<file path="config.mk">
export PLATFORM = sky130hd
export DESIGN_NAME = c2p_div_cell
export DESIGN_NICKNAME = d
export VERILOG_FILES = /design/src/rtl/core/c2p_pkg.sv /design/src/rtl/core/c2p_div_cell.sv
export SDC_FILE = /design/constraint.sdc
export NUM_CORES = 1
export LEC_CHECK = 0
export BUFFER_PORTS_ARGS = -buffer_cell sky130_fd_sc_hd__buf_2
export CAP_MARGIN = 20
export CORE_AREA = 2 2 287 289
export CTS_CLUSTER_SIZE = 24
export DETAILED_ROUTE_END_ITERATION = 6
export DIE_AREA = 0 0 289 291
export GPL_ROUTABILITY_DRIVEN = 0
export SLEW_MARGIN = 40
export SYNTH_ARGS = -nofsm -noshare
export SYNTH_HDL_FRONTEND = slang
export SYNTH_SLANG_ARGS = --single-unit
export TNS_END_PERCENT = 30
</file>
<file path="constraint.sdc">
create_clock -name clk -period 4.4 [get_ports clk]
set_clock_uncertainty 0.05 [all_clocks]
set_input_delay 0.22 -clock clk [delete_from_list [all_inputs] [get_ports clk]]
set_output_delay 0.22 -clock clk [all_outputs]
set_load 0.005 [all_outputs]
</file>
<file path="src/rtl/core/c2p_pkg.sv">
// Shared types, constants and table functions of the Cartesian to polar bin mapper.
`timescale 1ns / 1ps
package c2p_pkg;

	localparam int COORD_W      = 13;
	localparam int SQ_W         = 24;
	localparam int SQ_STEPS     = 12;
	localparam int ROOT_W       = 12;
	localparam int RD_STEPS     = 12;
	localparam int RING_W       = 8;
	localparam int CORDIC_STEPS = 56;
	localparam int COORD_FRAC   = 48;
	localparam int ANGLE_FRAC   = 60;
	localparam int SEC_Q_W      = 9;

	localparam logic signed [63:0] QUARTER_PI_Q60 = 64'sh0C90FDAA22168C23;
	localparam logic [63:0]        HALF_PI_Q60    = 64'h1921FB54442D1846;
	localparam logic [63:0]        TWO_PI_Q60     = 64'h6487ED5110B4611A;

	typedef struct packed {
		logic signed [63:0]   x;
		logic signed [63:0]   y;
		logic signed [63:0]   z;
		logic [1:0]           quad;
		logic                 special;
		logic [SEC_Q_W-1:0]   sp_sector;
		logic [SQ_W-1:0]      sq_n;
		logic [SQ_W-1:0]      sq_root;
		logic [ROOT_W-1:0]    rnum;
		logic [ROOT_W-1:0]    rrem;
		logic [ROOT_W-1:0]    rq;
		logic                 rzero;
		logic [RING_W-1:0]    ring;
		logic [63:0]          theta;
		logic [SEC_Q_W-1:0]   sq;
	} c2p_item_t;

	// Arctangent of 2^-i in Q4.60, from the truncated alternating series.
	function automatic logic signed [63:0] c2p_atan(input int i);
		logic signed [63:0] acc;
		logic signed [63:0] term;
		int e;
		acc = '0;
		if (i == 0) begin
			acc = QUARTER_PI_Q60;
		end else begin
			for (int k = 0; k < 32; k++) begin
				e = ANGLE_FRAC - i * (2 * k + 1);
				if (e >= 0) begin
					term = 64'((64'd1 << e) / 64'(2 * k + 1));
					if ((k % 2) == 1) acc = acc - term;
					else acc = acc + term;
				end
			end
		end
		return acc;
	endfunction

endpackage

</file>
<file path="src/rtl/core/c2p_div_cell.sv">
// One restoring-division digit that turns the angle into a sector number.
`timescale 1ns / 1ps
module c2p_div_cell #(
	parameter int STEP         = 0,
	parameter int SECTOR_COUNT = 180
) (
	input  logic                clk,
	input  logic                en,
	input  c2p_pkg::c2p_item_t  d,
	output c2p_pkg::c2p_item_t  q
);
	localparam int QW = c2p_pkg::SEC_Q_W;
	localparam logic [63:0] UNIT = c2p_pkg::TWO_PI_Q60 / 64'(SECTOR_COUNT);
	localparam logic [72:0] DIVS = 73'(UNIT) << (QW - 1 - STEP);

	logic [63:0]        theta_in;
	logic [QW-1:0]      q_in;
	c2p_pkg::c2p_item_t nxt;

	always_comb begin
		nxt = d;
		theta_in = d.theta;
		q_in = d.sq;
		if (STEP == 0) begin
			theta_in = 64'({62'd0, d.quad} * c2p_pkg::HALF_PI_Q60);
			if (d.z > 0) theta_in = theta_in + d.z;
			q_in = '0;
		end
		if ({9'd0, theta_in} >= DIVS) begin
			nxt.theta = theta_in - DIVS[63:0];
			nxt.sq = {q_in[QW-2:0], 1'b1};
		end else begin
			nxt.theta = theta_in;
			nxt.sq = {q_in[QW-2:0], 1'b0};
		end
	end

	always_ff @(posedge clk) begin
		if (en) q <= nxt;
	end
endmodule

</file>
; Yosys cells after proc, flatten, opt, wreduce, memory -nomap -nowiden
; Index checks and enable logic that the tools add are counted.
; W data, S select, Z words.
[word_totals]
regBits = 370
inputBits = 372
output_inout_bits = 370
word_cells = 22
[op_classes]
n_addsub = 2
multipliers = 1
n_lt_le_gt_ge = 2
muxes = 2
[op_table]
columns = operator, count
row1 = $mux W73, 1
row2 = $add A63 B64 Y64, 1
row3 = $ge A64 B64 Y1 const B, 1
row4 = $gt A64 B1 Y1 const B, 1
row5 = $mux W64, 1
row6 = $sub A64 B64 Y64 const B, 1
row7 = $mul A2 B60 Y62 const B, 1

; Logic depth before layout (Yosys ltp)
; Gate-level depths: netlist of the first run.
[depth]
depth_word = 5
depth_mapped = 22

; Least setup slack after synthesis of the first run
; No wires, ideal clock.
[synth_timing]
path_type = input-to-reg
startpoint = in d[176] (netlist name)
endpoint = reg q[34] (netlist name), data pin
setup_time_ps = 267
t_arrival_ps = 4394
setup_slack_ps = -311
cell_stages = 19
n_path_buf = 3
cell_sequence = inv_1 ha_1 ha_1 buf_4 nand4_1 or2_1 a2111oi_2 o31ai_2 a21o_2 a211oi_1 o21ai_0 nor4b_1 nand4b_1 a41o_1 a21o_1 buf_6 buf_6 o311ai_2 o31ai_1
[synth_lines]
columns = item, line
row1 = start: declaration, c2p_div_cell.sv:9  ; input c2p_pkg::c2p_item_t d,
row2 = end signal: assignment, c2p_div_cell.sv:39  ; if (en) q <= nxt;
row3 = end: declaration, c2p_div_cell.sv:10  ; output c2p_pkg::c2p_item_t q

==> results of run 1 <==
-- cells by family (layout without fill, tap and decap cells) --
logic type	after synthesis	count (layout)	synth area share (%)
AOI/OAI and AO/OA	344	344	14.2
xor gates and xnor gates	83	83	4.27
adders and majority gates	51	51	3.63
buffers and inverters	98	1491	3.35
DFF	362	362	61.1
muxes	5	5	0.281
other	1	22	0.0211
and+or+nand+nor	452	452	13.2
-- power by group --
group	internal, W	total, W	leakage, nW	switching (W)
clock	0.00197	0.00357	0.672	0.00159
combinational	0.00127	0.00273	8.47	0.00146
sequential	0.00416	0.00427	3.54	0.000107
total	0.00740	0.0106	12.7	0.00316
-- cells in the mapped netlist, types with 7 or more instances --
master | n | share of area (%)
xor2_1 | 35 | 1.7
or2_2 | 7 | 0.25
buf_6 | 18 | 1.1
a31oi_1 | 14 | 0.49
ha_1 | 50 | 3.5
nor2_1 | 99 | 2.1
nor4_1 | 31 | 1.1
and2_1 | 14 | 0.49
clkbuf_1 | 20 | 0.42
buf_4 | 19 | 0.80
xnor2_1 | 45 | 2.2
inv_1 | 26 | 0.55
nand4_1 | 32 | 1.1
nand2_1 | 102 | 2.2
nand3b_1 | 9 | 0.38
o21a_1 | 14 | 0.59
and3_1 | 19 | 0.67
nor3_1 | 39 | 1.1
or3_1 | 9 | 0.32
nand2b_1 | 9 | 0.32
o31ai_1 | 10 | 0.42
o21ai_1 | 7 | 0.20
a21oi_1 | 76 | 2.1
o211ai_1 | 18 | 0.76
buf_2 | 13 | 0.37
edfxtp_1 | 362 | 61
o21ai_0 | 53 | 1.5
o21bai_1 | 7 | 0.30
a211oi_1 | 15 | 0.63
a21o_1 | 22 | 0.93
a211o_1 | 7 | 0.34
nand3_1 | 41 | 1.2
-- worst max-delay path: stages --
cell        delay (ns)
buf_4             0.11
clkinvlp_4        0.14
ha_4              0.30
buf_4             0.15
ha_4              0.28
nand4_1           0.10
buf_4             0.17
nor4_4            0.34
o211ai_4          0.22
a2111oi_4         0.49
nor2_2            0.09
or3_4             0.35
o21ai_4           0.14
xor2_2            0.12
nand4b_1          0.22
a41o_1            0.30
a21o_4            0.22
buf_8             0.16
buf_4             0.15
nor4b_4           0.22
xor2_1            0.09
-- area by class of cell --
| class | count | area [sq um] |
|---|---|---|
| fillers | 8071 | 50800 |
| flip-flops and latches | 362 | 10900 |
| well taps | 1070 | 1340 |
| diodes | 14 | 35.0 |
| repair buffers | 1386 | 9600 |
| multi-input cells | 943 | 7020 |
| clock inverters | 30 | 270 |
| inverters | 26 | 104 |
| clock buffers | 49 | 1120 |
-- through the flow --
step	utilization (%)	power, W	cell area (sq um)
final	37.4	0.0106	30400
after global routing	37.4	0.0110	30300
after CTS	36.5	0.0106	29600
after detailed placement	31.1	0.00671	25300
after global placement	31.1	0.00670	25300
after floorplan	-	0.00520	17900
-- path summary, 6_finish.rpt --
kind | end | slack [ns] | depth (start not counted)
min | q[240] | 0.06 | 2
max | q[63] | 0.09 | 21
-- per-layer routing --
metal / up-vias / GRT usage (%) / share of wire, %
li1: 8188 / - / -
met1: 8914 / 24.8 / 37
met2: 740 / 39.9 / 50
met3: 186 / 4.27 / 6.4
met4: 16 / 11.7 / 6.1
met5: - / 0 / 0.10
-- what timing repair did --
item / in CTS / in global routing
hold buffers: 291 / 0
setup buffers: 1 / 15
pin swaps: 3 / 38
resized for setup: 11 / 110
endpoints found under the setup margin: 43 / 53
hold endpoints to repair: 292 / 0
==> flow_summary_export.csv, run 1 <==
group,metric,value,unit
run_status,status,"finished, final reports clean",
global_route,grt_max_degree,97,
final_layout,layout_common_cells,"buf_2 (658), buf_4 (422), edfxtp_1 (362)",
die,dieArea,84100,sq um
synth,synth-edff-count,362,
worst_setup_path,cp_data_required_time,4.69,ns
place,hpwl,79200,um
final_layout,drive_above_1_share,46.8,%
sta,worstMarginPinSlew,0.808,ns
final_layout,largest-register,"q",
power_and_ir_drop,leakage,12.7,nW
clocking,htreeDepth,2,
synth,synth-async-reset-ratio,0,%
die,io_pins,742,
final_layout,final_common_cell,"buf_2",
synth,synthCells,1396,
detailed_routing,drt_iter0_markers,1234,
synth,ys_ff_latch,362,
final_layout,syn2layout_area_growth,70.6,%
worst_setup_path,cp-startpoint,"d[176]",
synth,ys_warn_count,0,
min_path,hp-class,"input pin to register",
sta,slew_viol_final,0,
sta,fin_setup_tns,0,ns
flow_run,drv_cap,0,
global_route,grt_pass1_vias,17706,
die,core,81200,sq um
power_and_ir_drop,ir_drop,0.000224,V
place,io_buffer_count,660,
clocking,clockBufferDepth,3,
detailed_routing,first_pass_iters,5,
final_layout,final_nets,3186,
detailed_routing,drc,0,
die,die_w,289,um
sta,setup_viol,0,
worst_setup_path,crit_arrival,4.60,ns
detailed_routing,via_count,18044,
sta,whs,0.0614,ns
sta,worst_slack,0.0924,ns
synth,ys.flop_type,"edfxtp_1",
clocking,root_buffer,"clkbuf_16",
sta,relSlewSlack,46.1,%
power_and_ir_drop,power_per_cell_area,348,nW/um^2
final_layout,instances_no_fill,3880,
synth,ys_types,108,
place,place_ws,-0.768,ns
die,initial_utilization,21.9,%
clocking,clk_pin_slew,0.06,ns
sta,final.min_clock_period,4.31,ns
global_route,antenna_found_initial,27,
clocking,numCtsBuffers,44,
clocking,tritoncts,"done",
sta,fmax,232,MHz
synth,ys_seq_area_share,61.1,%
sta,hold_viol_final,0,
detailed_routing,totalWireLength,98400,um
worst_setup_path,path_max_fanout,13,
global_route,grt.overflow.total,0,
global_route,grt_pass1_wl,133000,um
min_path,hp-start,"d[240]",
detailed_routing,via_per_inst,4.65,
die,chipHeight,291,um
final_layout,largest_reg_flops,362,
worst_setup_path,endpoint_kind,"register",
synth,syn_area,17800,sq um
detailed_routing,final_antenna_net_count,0,
die,rows,105,
global_route,gr-usage-all-layers,22.3,%
worst_setup_path,start_kind,"input pin",
synth,synth.avg_cell_area,12.7,sq um
worst_setup_path,path_class,"input pin to register",
sta,fin_crit_sh,97.9,%
clocking,cts_num_sinks,362,
detailed_routing,wl_per_cell,25.4,um
final_layout,reg_top3,"q (362)",
place,dp_cells,3480,
No activity file was read; power rests on OpenSTA's default activity.
==> run 2: changes to the inputs <==
--- a/config.mk
+++ b/config.mk
@@ -8,10 +8,10 @@
 export BUFFER_PORTS_ARGS = -buffer_cell sky130_fd_sc_hd__buf_2
 export CAP_MARGIN = 20
 export CORE_AREA = 2 2 287 289
-export CTS_CLUSTER_SIZE = 24
 export DETAILED_ROUTE_END_ITERATION = 6
 export DIE_AREA = 0 0 289 291
 export GPL_ROUTABILITY_DRIVEN = 0
+export RECOVER_POWER = 25
 export SLEW_MARGIN = 40
 export SYNTH_ARGS = -nofsm -noshare
 export SYNTH_HDL_FRONTEND = slang
==> flow_summary_export.csv, run 2 (synthesis gave the netlist of run 1 again) <==
group,metric,value,unit
die,chipHeight,291,um
final_layout,largest_reg_flops,362,
min_path,hp-class,"input pin to register",
sta,slew_viol_final,95,
die,dieArea,84100,sq um
final_layout,drive_above_1_share,44.6,%
sta,final.min_clock_period,4.31,ns
final_layout,syn2layout_area_growth,70.0,%
global_route,grt_pass1_wl,133000,um
die,io_pins,742,
worst_setup_path,cp_data_required_time,4.69,ns
place,io_buffer_count,660,
die,initial_utilization,21.9,%
final_layout,final_common_cell,"buf_2",
die,rows,105,
die,die_w,289,um
flow_run,drv_cap,1,
worst_setup_path,start_kind,"input pin",
detailed_routing,final_antenna_net_count,0,
sta,fmax,232,MHz
detailed_routing,via_per_inst,4.64,
global_route,grt_pass1_vias,17706,
sta,fin_crit_sh,97.9,%
run_status,status,"complete, but fails checks",
clocking,numCtsBuffers,44,
final_layout,reg_top3,"q (362)",
power_and_ir_drop,power_per_cell_area,349,nW/um^2
worst_setup_path,path_class,"input pin to register",
die,core,81200,sq um
place,dp_cells,3480,
power_and_ir_drop,leakage,12.5,nW
clocking,cts_num_sinks,362,
sta,whs,0.0927,ns
sta,worstMarginPinSlew,2.68,ns
detailed_routing,totalWireLength,98400,um
global_route,antenna_found_initial,26,
sta,hold_viol_final,0,
worst_setup_path,crit_arrival,4.59,ns
sta,setup_viol,0,
global_route,grt.overflow.total,0,
global_route,grt_max_degree,97,
place,hpwl,79200,um
detailed_routing,via_count,18021,
detailed_routing,drc,0,
final_layout,final_nets,3186,
clocking,root_buffer,"clkbuf_16",
global_route,gr-usage-all-layers,22.3,%
detailed_routing,first_pass_iters,5,
final_layout,instances_no_fill,3880,
clocking,clockBufferDepth,3,
worst_setup_path,path_max_fanout,13,
run_status,violations,"capacitance limit, slew limit",
final_layout,largest-register,"q",
final_layout,layout_common_cells,"buf_2 (596), buf_4 (420), edfxtp_1 (362)",
detailed_routing,drt_iter0_markers,1270,
sta,relSlewSlack,-78.7,%
clocking,clk_pin_slew,0.06,ns
clocking,tritoncts,"done",
clocking,htreeDepth,2,
power_and_ir_drop,ir_drop,0.000225,V
detailed_routing,wl_per_cell,25.4,um
worst_setup_path,endpoint_kind,"register",
[run 2: layer usage]
metal	routed length, um	GRT usage (%)	part of all wire, %
met1	36500	24.8	37
met2	49500	39.9	50
met3	6240	4.27	6.3
met4	6020	11.7	6.1
met5	112	0	0.11
[run 2: worst max-delay path, stage by stage]
cell        delay (ns)
buf_4             0.11
clkinvlp_4        0.13
ha_4              0.30
buf_4             0.15
ha_4              0.28
nand4_1           0.10
buf_4             0.17
nor4_4            0.35
o211ai_4          0.22
a2111oi_4         0.48
nor2_2            0.09
or3_4             0.35
o21ai_4           0.14
xor2_2            0.12
nand4b_1          0.22
a41o_1            0.30
a21o_4            0.22
buf_8             0.16
buf_4             0.15
nor4b_4           0.22
xor2_1            0.09
[run 2: timing repair]
action / CTS / global route
endpoints found under the setup margin: 43 / 53
resized for setup: 11 / 110
hold buffers: 291 / 0
pin swaps: 3 / 38
setup buffers: 1 / 15
endpoints found under the hold margin: 292 / 0
[run 2: power breakdown]
part	total (W)	leakage (nW)	switching [W]	internal, W
registers	0.00427	3.54	0.000107	0.00416
logic	0.00272	8.30	0.00146	0.00126
clock network	0.00357	0.672	0.00159	0.00197
[run 2: final cells by class]
class	instances	area (sq um)
Tap cell	1070	1340
Clock buffer	49	1120
Antenna cell	14	35.0
Inverter	26	104
Clock inverter	30	270
Sequential cell	362	10900
Fill cell	8113	50900
Timing Repair Buffer	1386	9510
Multi-Input combinational cell	943	7020
[run 2: final timing paths]
check | from | end | slack, ns | cells past startpoint
setup / recovery | d[176] | q[63] | 0.09 | 21
hold / removal | d[206] | q[206] | 0.09 | 2
[run 2: through the flow]
step	setup slack, ns	setup TNS (ns)	utilization (%)	area [sq um]	power (W)
floorplan	-0.0550	-0.121	-	17900	0.00520
global placement	-0.699	-32.50	31.1	25300	0.00670
detailed placement	-0.768	-33.92	31.1	25300	0.00671
CTS	0.0103	0	36.5	29600	0.0106
global route	-0.0350	-0.140	37.3	30200	0.0110
finish	0.0946	0	37.3	30300	0.0106
