==> src/rtl/core/c2p_pkg.sv <==
// Shared types, constants and table functions of the Cartesian to polar bin mapper.
`timescale 1ns / 1ps
package c2p_pkg;

	localparam int COORD_W      = 13;
	localparam int SQ_W         = 24;
	localparam int SQ_STEPS     = 12;
	localparam int ROOT_W       = 12;
	localparam int RD_STEPS     = 12;
	localparam int RING_W       = 8;
	localparam int CORDIC_STEPS = 56;
	localparam int COORD_FRAC   = 48;
	localparam int ANGLE_FRAC   = 60;
	localparam int SEC_Q_W      = 9;

	localparam logic signed [63:0] QUARTER_PI_Q60 = 64'sh0C90FDAA22168C23;
	localparam logic [63:0]        HALF_PI_Q60    = 64'h1921FB54442D1846;
	localparam logic [63:0]        TWO_PI_Q60     = 64'h6487ED5110B4611A;

	typedef struct packed {
		logic signed [63:0]   x;
		logic signed [63:0]   y;
		logic signed [63:0]   z;
		logic [1:0]           quad;
		logic                 special;
		logic [SEC_Q_W-1:0]   sp_sector;
		logic [SQ_W-1:0]      sq_n;
		logic [SQ_W-1:0]      sq_root;
		logic [ROOT_W-1:0]    rnum;
		logic [ROOT_W-1:0]    rrem;
		logic [ROOT_W-1:0]    rq;
		logic                 rzero;
		logic [RING_W-1:0]    ring;
		logic [63:0]          theta;
		logic [SEC_Q_W-1:0]   sq;
	} c2p_item_t;

	// Arctangent of 2^-i in Q4.60, from the truncated alternating series.
	function automatic logic signed [63:0] c2p_atan(input int i);
		logic signed [63:0] acc;
		logic signed [63:0] term;
		int e;
		acc = '0;
		if (i == 0) begin
			acc = QUARTER_PI_Q60;
		end else begin
			for (int k = 0; k < 32; k++) begin
				e = ANGLE_FRAC - i * (2 * k + 1);
				if (e >= 0) begin
					term = 64'((64'd1 << e) / 64'(2 * k + 1));
					if ((k % 2) == 1) acc = acc - term;
					else acc = acc + term;
				end
			end
		end
		return acc;
	endfunction

endpackage

==> src/rtl/core/c2p_front.sv <==
// Input stage: centres and folds the pixel and forms the squared radius.
`timescale 1ns / 1ps
module c2p_front #(
	parameter int HALF_SCREEN  = 480,
	parameter int SECTOR_COUNT = 180
) (
	input  logic                clk,
	input  logic                en,
	input  logic [9:0]          pixel_x,
	input  logic [9:0]          pixel_y,
	output c2p_pkg::c2p_item_t  q
);
	localparam int CW = c2p_pkg::COORD_W;

	logic signed [CW-1:0]  dx, dy, u, v;
	logic signed [2*CW-1:0] dx2, dy2;
	logic [1:0]            quad;
	logic [2:0]            oct;
	logic [11:0]           oct_prod;
	logic                  centre, exact;
	c2p_pkg::c2p_item_t    nxt;

	always_comb begin
		dx = $signed({3'b000, pixel_x}) - $signed(CW'(HALF_SCREEN));
		dy = $signed({3'b000, pixel_y}) - $signed(CW'(HALF_SCREEN));
		dx2 = (2*CW)'(dx) * (2*CW)'(dx);
		dy2 = (2*CW)'(dy) * (2*CW)'(dy);
		if (dx > 0 && dy >= 0) begin
			quad = 2'd0; u = dx; v = dy;
		end else if (dx <= 0 && dy > 0) begin
			quad = 2'd1; u = dy; v = -dx;
		end else if (dx < 0 && dy <= 0) begin
			quad = 2'd2; u = -dx; v = -dy;
		end else begin
			quad = 2'd3; u = -dy; v = dx;
		end
		centre = (dx == 0) && (dy == 0);
		exact  = (v == 0) || (u == v);
		oct = {quad, (v != 0)};
		oct_prod = 12'({9'd0, oct} * 12'(SECTOR_COUNT));

		nxt = '0;
		nxt.x = 64'(u) <<< c2p_pkg::COORD_FRAC;
		nxt.y = 64'(v) <<< c2p_pkg::COORD_FRAC;
		nxt.quad = quad;
		nxt.special = centre | exact;
		nxt.sp_sector = centre ? c2p_pkg::SEC_Q_W'(SECTOR_COUNT / 4)
		                       : c2p_pkg::SEC_Q_W'(oct_prod >> 3);
		nxt.sq_n = c2p_pkg::SQ_W'(dx2) + c2p_pkg::SQ_W'(dy2);
	end

	always_ff @(posedge clk) begin
		if (en) q <= nxt;
	end
endmodule

==> config.mk <==
export PLATFORM = sky130hd
export DESIGN_NAME = c2p_front
export DESIGN_NICKNAME = d
export VERILOG_FILES = /design/src/rtl/core/c2p_pkg.sv /design/src/rtl/core/c2p_front.sv
export SDC_FILE = /design/constraint.sdc
export NUM_CORES = 1
export LEC_CHECK = 0
export ABC_AREA = 1
export CORE_MARGIN = 2
export CORE_UTILIZATION = 40
export CTS_BUF_LIST = sky130_fd_sc_hd__clkbuf_4 sky130_fd_sc_hd__clkbuf_8
export DETAILED_ROUTE_END_ITERATION = 16
export DONT_BUFFER_PORTS = 1
export GPL_TIMING_DRIVEN = 1
export PLACE_DENSITY = 0.64
export SKIP_LAST_GASP = 1
export SLEW_MARGIN = 15
export SYNTH_ARGS = -nofsm -noshare
export SYNTH_HDL_FRONTEND = slang
export SYNTH_SLANG_ARGS = --single-unit
==> constraint.sdc <==
create_clock -name clk -period 14.1 [get_ports clk]
set_clock_uncertainty 0.15 [all_clocks]
set_input_delay 1.41 -clock clk [delete_from_list [all_inputs] [get_ports clk]]
set_output_delay 1.41 -clock clk [all_outputs]
set_load 0.1 [all_outputs]
# Word level (Yosys, flattened, before mapping)
# Cells that the tools add are included.
word_totals:
  register_bits: 62
  in_bits: 22
  out_inout_bits: 370
  wordCells: 41
op_classes:
  n_addsub: 5
  n_mul: 3
  magnitude_cmp: 6
  eq_ne: 1
  mux: 9
  bitwise: 1
  reduce_logical: 9
op_table:
  columns: ["cell", "n"]
  rows:
  - ["logical NOT 32 bit", 3]
  - ["two-way mux 13 bit", 6]
  - ["multiplier 11 x 11 -> 22 bit", 2]
  - ["nonzero test 32 bit", 1]
  - ["negation 11 -> 13 bit", 2]
  - ["adder 22 x 22 -> 23 bit", 1]
  - ["> comparator 11 x 1 -> 1 bit, second input constant", 2]
  - ["less-or-equal comparator 11 x 1 -> 1 bit, second input constant", 2]
  - ["subtractor 10 x 9 -> 11 bit, second input constant", 2]
  - ["equality test 13 bit", 1]
  - [">= comparator 11 x 1 -> 1 bit, second input constant", 1]
  - ["< comparator 11 x 1 -> 1 bit, second input constant", 1]
  - ["multiplier 3 x 6 -> 9 bit, second input constant", 1]
  - ["logical AND 1 bit", 4]
  - ["two-way mux 2 bit", 2]
  - ["logical OR 1 bit", 1]
  - ["two-way mux 1 bit", 1]
  - ["bitwise OR 1 bit", 1]

# Logic depth before layout (Yosys ltp)
# Gate-level depths: netlist (run 1).
depth:
  depth_word: 9
  depth_mapped: 30
  ltp_nobuf: 29

# Worst setup path after synthesis (run 1)
# Ideal clock, no wire load.
synth_timing:
  path_kind: "in2reg"
  from: "input pixel_x[6]"
  to: "register q[164] (netlist name), data pin"
  setup_time_ps: 271
  arrival_time_ps: 7582
  required_time_ps: 13679
  slack_ps: 6097
  path_stages: 22
  path_buffers: 2
  cell_sequence: "nand4_1 -> nand2_2 -> clkbuf_1 -> buf_1 -> nor2_1 -> fa_1 -> fa_1 -> inv_1 -> fa_1 -> fa_1 -> inv_1 -> fa_1 -> fa_1 -> inv_1 -> fa_1 -> inv_1 -> ha_1 -> inv_1 -> nor3_1 -> nand2_1 -> o311ai_0 -> xor2_1"
synth_lines:
  columns: ["element", "line", "text"]
  rows:
  - ["from (decl)", "c2p_front.sv:9", "input logic [9:0] pixel_x,"]
  - ["to (signal assigned)", "c2p_front.sv:53", "if (en) q <= nxt;"]
  - ["to (decl)", "c2p_front.sv:11", "output c2p_pkg::c2p_item_t q"]

==> impl_results.md, run 1 <==
- CP Buf/Inv Count: 4
- RSZ-0062 raised after global routing: false
- Wire per inst: 14.1 um
- CP required: 14,160 ps
- Final Slew Violations: 0
- Setup crit start kind: input port
- First-pass GRT wire length: 50,600 um
- Worst Hold Class: in2reg
- Min cycle time layout: 8480 ps
- Synthesized instance count: 1,779
- First-pass detailed-route iteration total: 5
- Max-slew headroom: 0.302
- Post-DP HPWL: 27,200 um
- Final Util: 0.391
- # resized after CTS: 0
- Setup violators final: 0
- Largest net degree at the start of global routing: 61
- Vias in the first global route: 9,893
- Post-layout nets: 2,131
- Most used cell, CP: fa_1
- Initial antenna violation count: 0
- Hold Fails Final Rpt: 0
- Synth-to-layout area growth: -3.09%
- Slowest-stage cell, CP: fa_1
- Antenna cells: 0
- Height of the die: 198 um
- CTS max path bufs: 2
- CTS Buf Count: 9
- IO Pins: 392
- Tcrit/Tclk final: 0.601
- Core area: 0.0374 mm2
- Max-capacitance violation count: 0
- Root buf cell: clkbuf_8
- FMAX: 0.118 GHz
- Largest register FFs: 60
- Detail Route Antenna Nets: 0
- Post-Route WL: 32,000 um
- Via density: 4.42
- Post-synthesis sequential area ratio: 0.119
- Critical path endpoint category: flop
- Critical path depth: 24
- Non-Filler Instances: 2,273
- H-tree depth: 3
- Placed cells: 2,257
- DRC viols: 0
- Die area: 0.0393 mm2
- Distinct cells, synth: 43
- Starting Density: 0.403
- Arrival @ worst endpoint: 8540 ps
- Hold Buf Count CTS: 0
- Port bufs: 0
- Setup TNS: 0 ps
- Top Registers: q (60)
- Syn Area/Cell: 8.48 um2
- Cell Chain, Critical Path: nand4_1 > nand2_1 > nor2_1 > inv_1 > fa_1 > fa_1 > fa_1 > inv_1 > fa_1 > inv_1 > fa_1 > fa_1 > inv_1 > fa_1 > ha_1 > nand2_1 > nor2_1 > nand4_1 > o21bai_1 > nand3_1 > nand2_1 > nand2_1 > o21ai_0 > xor2_1
- Ys Warns: 0
- Row Count: 71
- Hold WS: 990 ps
- CTS Sinks: 60
- Status: finished clean
- Worst hold path depth: 0
- # Post-CTS Setup Buffers: 0
- Netlist Area Pre-Place: 0.0151 mm2
- Crit-path max FO: 21
- Synth Register Bits: 60
- Layout cell share with drive strength beyond 1: 0.0369
- Die width: 198 um
- Worst Max-Slew Pin Slew: 1050 ps
- Clock slew at reported path FFs: 80 ps
- CTS tree: yes
- Drt initial violations: 767
- GR Overflow Total: 0
- Crit path kind: in2reg
- GPL Wtd Cong: 0.869
- Largest Register: q
- Total GRT Usage: 0.167
- Top Family by Delay on Critical Path: adder cells
- Routed via count: 10,000
- CP peak stage delay: 640 ps
==> metrics by stage <==
step | setup WS [ps] | area (um2)
5_1_grt | 5120 | 14600
2_1_floorplan | 6100 | 16200
4_1_cts | 5620 | 14600
3_5_place_dp | 5210 | 14400
6_report | 5620 | 14600
3_3_place_gp | 5460 | 14400
==> worst paths after layout <==
| path | startpoint | endpoint | slack (ps) |
|---|---|---|---|
| setup / recovery | pixel_y[7] | q[162] | 5620 |
| hold / removal | en | q[148] | 990 |
==> Yosys cell counts <==
master	number	area, um2
buf_4	314	2360
clkbuf_1	13	48.8
or2_2	4	25.0
nand2_4	1	11.3
o211ai_1	2	15.0
clkinv_1	5	18.8
nand3b_1	6	45.0
o21ai_1	5	25.0
nor3b_1	1	7.51
nand3_2	1	10.0
nor2_4	2	22.5
nor2_2	5	31.3
o21bai_1	1	7.51
o311ai_0	1	8.76
inv_6	1	8.76
and3_1	1	6.26
conb_1	1	3.75
a31oi_1	1	6.26
o21ai_0	11	55.1
nand2_8	1	20.0
ha_1	102	1280
xnor2_1	16	140
o21a_1	3	22.5
nand3_1	71	355
buf_6	7	78.8
nand2_2	14	87.6
inv_2	11	41.3
nand4_1	14	87.6
edfxtp_1	60	1800
a41oi_1	1	8.76
o31ai_1	2	15.0
nand3_4	1	17.5
a21o_1	2	15.0
nand2_1	240	901
o21ai_2	1	8.76
a21oi_1	30	150
nor2_1	126	473
buf_2	9	45.0
nor3_1	5	25.0
buf_1	3	11.3
xor2_1	30	263
inv_1	404	1520
fa_1	250	5000
==> metal layers <==
layer	vias to the layer above	part of all wire	track usage
met5	-	0	0
met4	0	0.030	0.0668
met3	60	0.081	0.0264
met2	425	0.52	0.293
met1	4974	0.37	0.205
li1	4583	-	-
==> layout make-up <==
cell class / instances / area [um2]
Fill cell: 3812 / 22800
Inverter: 421 / 1590
Tap cell: 511 / 639
Sequential cell: 60 / 1800
Clock buffer: 9 / 124
Multi-Input combinational cell: 1258 / 10300
Timing Repair Buffer: 7 / 113
Clock inverter: 7 / 51.3
==> kinds of logic (layout without fill, tap and decap cells) <==
logic type,count (synthesis),count (layout),synth area share
AOI/OAI and AO/OA,60,60,0.0224
xor gates and xnor gates,46,46,0.0267
adders and majority gates,352,352,0.417
buffers and inverters,767,444,0.274
DFF,60,60,0.119
other,1,307,0.000249
and+or+nand+nor,493,493,0.141
==> placed cells by master (no fill, tap or decap), types with 3 or more instances in the layout <==
cell,count
or2_2,4
o21ai_0,11
xnor2_1,16
nand2_1,240
clkbuf_8,9
conb_1,307
buf_4,4
a21oi_1,30
clkinv_1,5
nor2_2,5
nand4_1,14
inv_2,11
nand2_2,14
o21ai_1,5
nand3b_1,6
buf_16,3
nor3_1,5
edfxtp_1,60
o21a_1,3
nor2_1,126
nand3_1,71
inv_1,404
fa_1,250
inv_6,3
ha_1,102
xor2_1,30
Power of run 1 is left out: the tool's default activity adds up to more than one toggle a clock period on the data nets, which glitch-free logic cannot reach.
==> inputs of run 2 (changes only) <==
Settings changed: PLACE_DENSITY 0.64 to 0.66.
Clock period 14.1 ns to 7.7 ns, I/O delays scaled along.
==> run 2 against run 1 <==
Against the previous run:
- cell count rose by 1.3%
- critical path depth shrank 1
- non-clock buffer count grew 30
- setup slack lost 5000 ps
- first-iteration DRC count decreased by 15%
- flip-flop and latch count stayed put
- die area unchanged
- sequential share of layout area is 0.21 points lower
- global-route usage down 0.15 points
- design area rose by 1.7%
- critical endpoint is now q[164]
- highest routed layer unchanged
==> impl_results.md, run 2 (synthesis gave the netlist of run 1 again) <==
- Hold Fails Final Rpt: 0 (unchanged)
- # resized after CTS: 0 (unchanged)
- DRC viols: 0 (unchanged)
- Crit path kind: in2reg
- Arrival @ worst endpoint: 7020 ps (-1520 ps)
- Slowest-stage cell, CP: fa_1
- Max-capacitance violation count: 0 (unchanged)
- CTS max path bufs: 2 (unchanged)
- Largest register FFs: 60 (unchanged)
- Setup violators final: 0 (unchanged)
- Via density: 4.38 (-0.89%)
- Cell Chain, Critical Path: ha_1 > nand3_1 > nand2_1 > nand2_2 > inv_1 > nor2_1 > inv_1 > fa_1 > fa_1 > inv_1 > fa_1 > fa_1 > fa_1 > inv_1 > fa_1 > fa_1 > inv_1 > ha_1 > inv_1 > nor3_1 > nand2_1 > o311ai_0 > xor2_1
- CTS Sinks: 60 (unchanged)
- Die width: 198 um (unchanged)
- Worst Hold Class: in2reg
- Starting Density: 0.403 (unchanged)
- GPL Wtd Cong: 0.897 (+3.2%)
- Root buf cell: clkbuf_8
- Tcrit/Tclk final: 0.917
- CP peak stage delay: 550 ps (-90 ps)
- Antenna cells: 0 (unchanged)
- Layout cell share with drive strength beyond 1: 0.0525 (+0.0156)
- Hold Buf Count CTS: 0 (unchanged)
- Vias in the first global route: 9,978 (+0.86%)
- Post-DP HPWL: 27,100 um (-0.12%)
- Hold Startpoint: en
- Detail Route Antenna Nets: 0 (unchanged)
- Synth-to-layout area growth: -1.44%
- First-pass GRT wire length: 50,500 um (-0.18%)
- Crit-path max FO: 18 (-14%)
- CP required: 7660 ps (-6500 ps)
- Most common cell after layout, fill and taps aside: inv_1
- Core area: 0.0374 mm2 (unchanged)
- IO Pins: 392 (unchanged)
- GR Overflow Total: 0 (unchanged)
- Routed via count: 10,100 (+0.42%)
- Height of the die: 198 um (unchanged)
- RSZ-0062 raised after global routing: false
- CTS Buf Count: 9 (unchanged)
- Clock slew at reported path FFs: 70 ps (about the same)
- Top Registers: q (60)
- Initial antenna violation count: 0 (unchanged)
- FMAX: 0.142 GHz
- Setup crit start kind: input port
- First-pass detailed-route iteration total: 5 (unchanged)
- Post-layout nets: 2,161 (+1.4%)
- Most used cell, CP: fa_1
- Status: finished clean
- # Post-CTS Setup Buffers: 0 (unchanged)
- H-tree depth: 3 (unchanged)
- Commonest cells after routing, fill and taps aside: inv_1 (404), conb_1 (307), fa_1 (250)
- CTS tree: yes
- Max-slew headroom: 0.306 (+0.00486)
- Layout fillers: 3,775 (-0.97%)
- Row Count: 71 (unchanged)
- Critical path endpoint category: flop
- Worst Max-Slew Pin Slew: 1040 ps (-7.31 ps)
- Largest net degree at the start of global routing: 61 (unchanged)
- Hold EP: q[150]
- Total GRT Usage: 0.166 (-0.00151)
- Min cycle time layout: 7060 ps
- Largest Register: q
- Port bufs: 0 (unchanged)
- Setup TNS: 0 ps (unchanged)
- Die area: 0.0393 mm2 (unchanged)
- Wire per inst: 13.8 um (-1.8%)
- Top Family by Delay on Critical Path: adder cells
- Post-Route WL: 31,800 um (-0.54%)
- CP Buf/Inv Count: 6 (+2)
- Final Slew Violations: 0 (unchanged)
- Drt initial violations: 651 (-15%)
- Worst hold path depth: 0 (unchanged)
[run 2: changes by cell type in the layout (fill, tap and decap cells not counted)]
cell,change
bufinv_16,+1
buf_4,+30
clkinv_2,-1
clkinvlp_4,-2
clkinv_4,+1
clkinv_1,+1
[run 2: worst max-delay path by stage]
stage | startpoint | endpoint | slack [ps] | cells after the start
floorplan | pixel_x[6] | q[164] | 340 | 22
global placement | pixel_y[5] | q[164] | 430 | 23
detailed placement | pixel_y[5] | q[164] | 330 | 23
CTS | pixel_y[5] | q[164] | 740 | 23
global route | pixel_y[5] | q[164] | 160 | 23
finish | pixel_y[5] | q[164] | 640 | 23
[run 2: per-stage QoR]
step / hold slack [ps] / instances / cell area (um2) / setup WS [ps] / util
2_1_floorplan: 732 / 2085 / 16200 / 337 / -
3_3_place_gp: 740 / 2287 / 14700 / 430 / 0.392
3_5_place_dp: 740 / 2287 / 14700 / 328 / 0.392
4_1_cts: 328 / 2303 / 14900 / 738 / 0.397
5_1_grt: 335 / 2303 / 14900 / 163 / 0.397
6_report: 361 / 2303 / 14900 / 640 / 0.397
[run 2: per-layer routing]
| layer | wire [um] | track usage | vias up |
|---|---|---|---|
| li1 | - | - | 4636 |
| met4 | 675 | 0.0563 | 0 |
| met2 | 16500 | 0.295 | 434 |
| met3 | 2580 | 0.0266 | 40 |
| met1 | 12000 | 0.203 | 4974 |
| met5 | 0 | 0 | - |
[run 2: layout make-up]
class,instances,area [um2],share of cell area
clock buffers,9,124,0.00833
clock inverters,7,73.8,0.00497
inverters,421,1590,0.107
multi-input cells,1258,10300,0.693
flip-flops and latches,60,1800,0.121
well taps,511,639,0.0430
repair buffers,37,338,0.0227
Power of run 2 is left out for the same reason.
==> inputs of run 3 (changes only) <==
Settings changed: CORE_ASPECT_RATIO set to 1.75, CTS_CLUSTER_SIZE set to 14.
==> run 3 against run 2 <==
Against the previous run:
- highest routed layer unchanged
- hold slack worse by 13 ps
- critical path depth up 5
- setup slack worse by 90 ps
- maximum frequency down 1.3%
- critical path type unchanged
==> impl_results.md, run 3 (synthesis gave the netlist of run 1 again) <==
- Max-capacitance violation count: 0 (unchanged)
- Layout fillers: 3,789 (+0.37%)
- Wire per inst: 15.7 um (+13%)
- First-pass detailed-route iteration total: 7 (+2)
- Die area: 0.0393 mm2 (+0.16%)
- Die width: 151 um (-24%)
- Core area: 0.0374 mm2 (about the same)
- Hold Fails Final Rpt: 0 (unchanged)
- Most common cell after layout, fill and taps aside: inv_1
- FMAX: 0.140 GHz (-1.3%)
- CP required: 7670 ps (about the same)
- Final Util: 0.397 (about the same)
- Final Slew Violations: 0 (unchanged)
- # resized after CTS: 0 (unchanged)
- Hold Buf Count CTS: 0 (unchanged)
- CP peak stage delay: 600 ps (+50 ps)
- Placed cells: 2,256 (-1.4%)
- Clock slew at reported path FFs: 80 ps (about the same)
- Crit-path max FO: 15 (-3)
- Min cycle time layout: 7150 ps (+89.5 ps)
- Worst Hold Class: in2reg
- Post-Route WL: 35,600 um (+12%)
- Port bufs: 0 (unchanged)
- Non-Filler Instances: 2,274 (-1.3%)
- Vias in the first global route: 10,600 (+5.9%)
- Setup crit start kind: input port
- Critical path endpoint category: flop
- Synth-to-layout area growth: -1.47% (about the same)
- Row Count: 94 (+32%)
- Top Usage Layer GRT: met2
- Post-DP HPWL: 30,600 um (+13%)
- CTS tree: yes
- Worst Max-Slew Pin Slew: 1060 ps (+13.6 ps)
- Met2 Usage GRT: 0.356 (+0.0604)
- Total GRT Usage: 0.182 (+0.0166)
- Largest Register: q
- Via density: 4.56 (+4.2%)
- Routed via count: 10,400 (+2.9%)
- Max-slew headroom: 0.297 (-0.00907)
- CTS Buf Count: 9 (unchanged)
- Setup TNS: 0 ps (unchanged)
- Arrival @ worst endpoint: 7120 ps (+100 ps)
- CTS Sinks: 60 (unchanged)
- Setup WS pre-CTS: 200 ps (-128 ps)
- Final WS setup: 551 ps (-89.5 ps)
- Top Family by Delay on Critical Path: adder cells
- Commonest cells after routing, fill and taps aside: inv_1 (404), conb_1 (307), fa_1 (250)
- Layout cell share with drive strength beyond 1: 0.0530 (+0.000558)
- GR Overflow Total: 0 (unchanged)
- First-pass GRT wire length: 54,400 um (+7.7%)
- CP Buf/Inv Count: 7 (+1)
- # Post-CTS Setup Buffers: 0 (unchanged)
- Tcrit/Tclk final: 0.928 (+0.0116)
- Drt initial violations: 534 (-18%)
- IO Pins: 392 (unchanged)
- Root buf cell: clkbuf_8
- M3 GR Usage: 0.0175 (-0.00909)
- Starting Density: 0.403 (about the same)
- RSZ-0062 raised after global routing: false
- Largest net degree at the start of global routing: 61 (unchanged)
- Initial antenna violation count: 1 (+1)
- H-tree depth: 3 (unchanged)
- DRC viols: 0 (unchanged)
- Top Registers: q (60)
- Met1 GRT Util: 0.169 (-0.0340)
- CTS max path bufs: 2 (unchanged)
- Status: finished clean
- Detail Route Antenna Nets: 0 (unchanged)
- GPL Wtd Cong: 0.960 (+7.0%)
- Slowest-stage cell, CP: fa_1
- Height of the die: 261 um (+32%)
- Largest register FFs: 60 (unchanged)
- Post-layout nets: 2,161 (unchanged)
- Crit path kind: in2reg
- Setup violators final: 0 (unchanged)
==> run 3: area by class of cell <==
cell class,count,area [um2],area share
multi-input cells,1258,10300,0.693
flip-flops and latches,60,1800,0.121
inverters,421,1590,0.107
well taps,480,601,0.0404
repair buffers,37,390,0.0263
clock buffers,9,124,0.00834
clock inverters,7,51.3,0.00345
diodes,2,5.00,0.000337
==> run 3: worst paths after layout <==
check,slack [ps],to,from,cells past startpoint
setup / recovery,550,q[162],pixel_x[5],28
hold / removal,350,q[167],en,0
==> run 3: through the flow <==
step	instance area, um2	hold WS [ps]
2_1_floorplan	16200	732
3_5_place_dp	14700	735
4_1_cts	14900	325
5_1_grt	14900	335
6_report	14900	348
3_3_place_gp	14700	737
==> run 3: layer usage <==
layer	routed length (um)	part of all wire	up-vias
li1	-	-	4638
met1	10400	0.29	5084
met2	20400	0.57	523
met3	2070	0.058	128
met4	2760	0.078	0
met5	0	0	-
Power of run 3 is left out for the same reason.
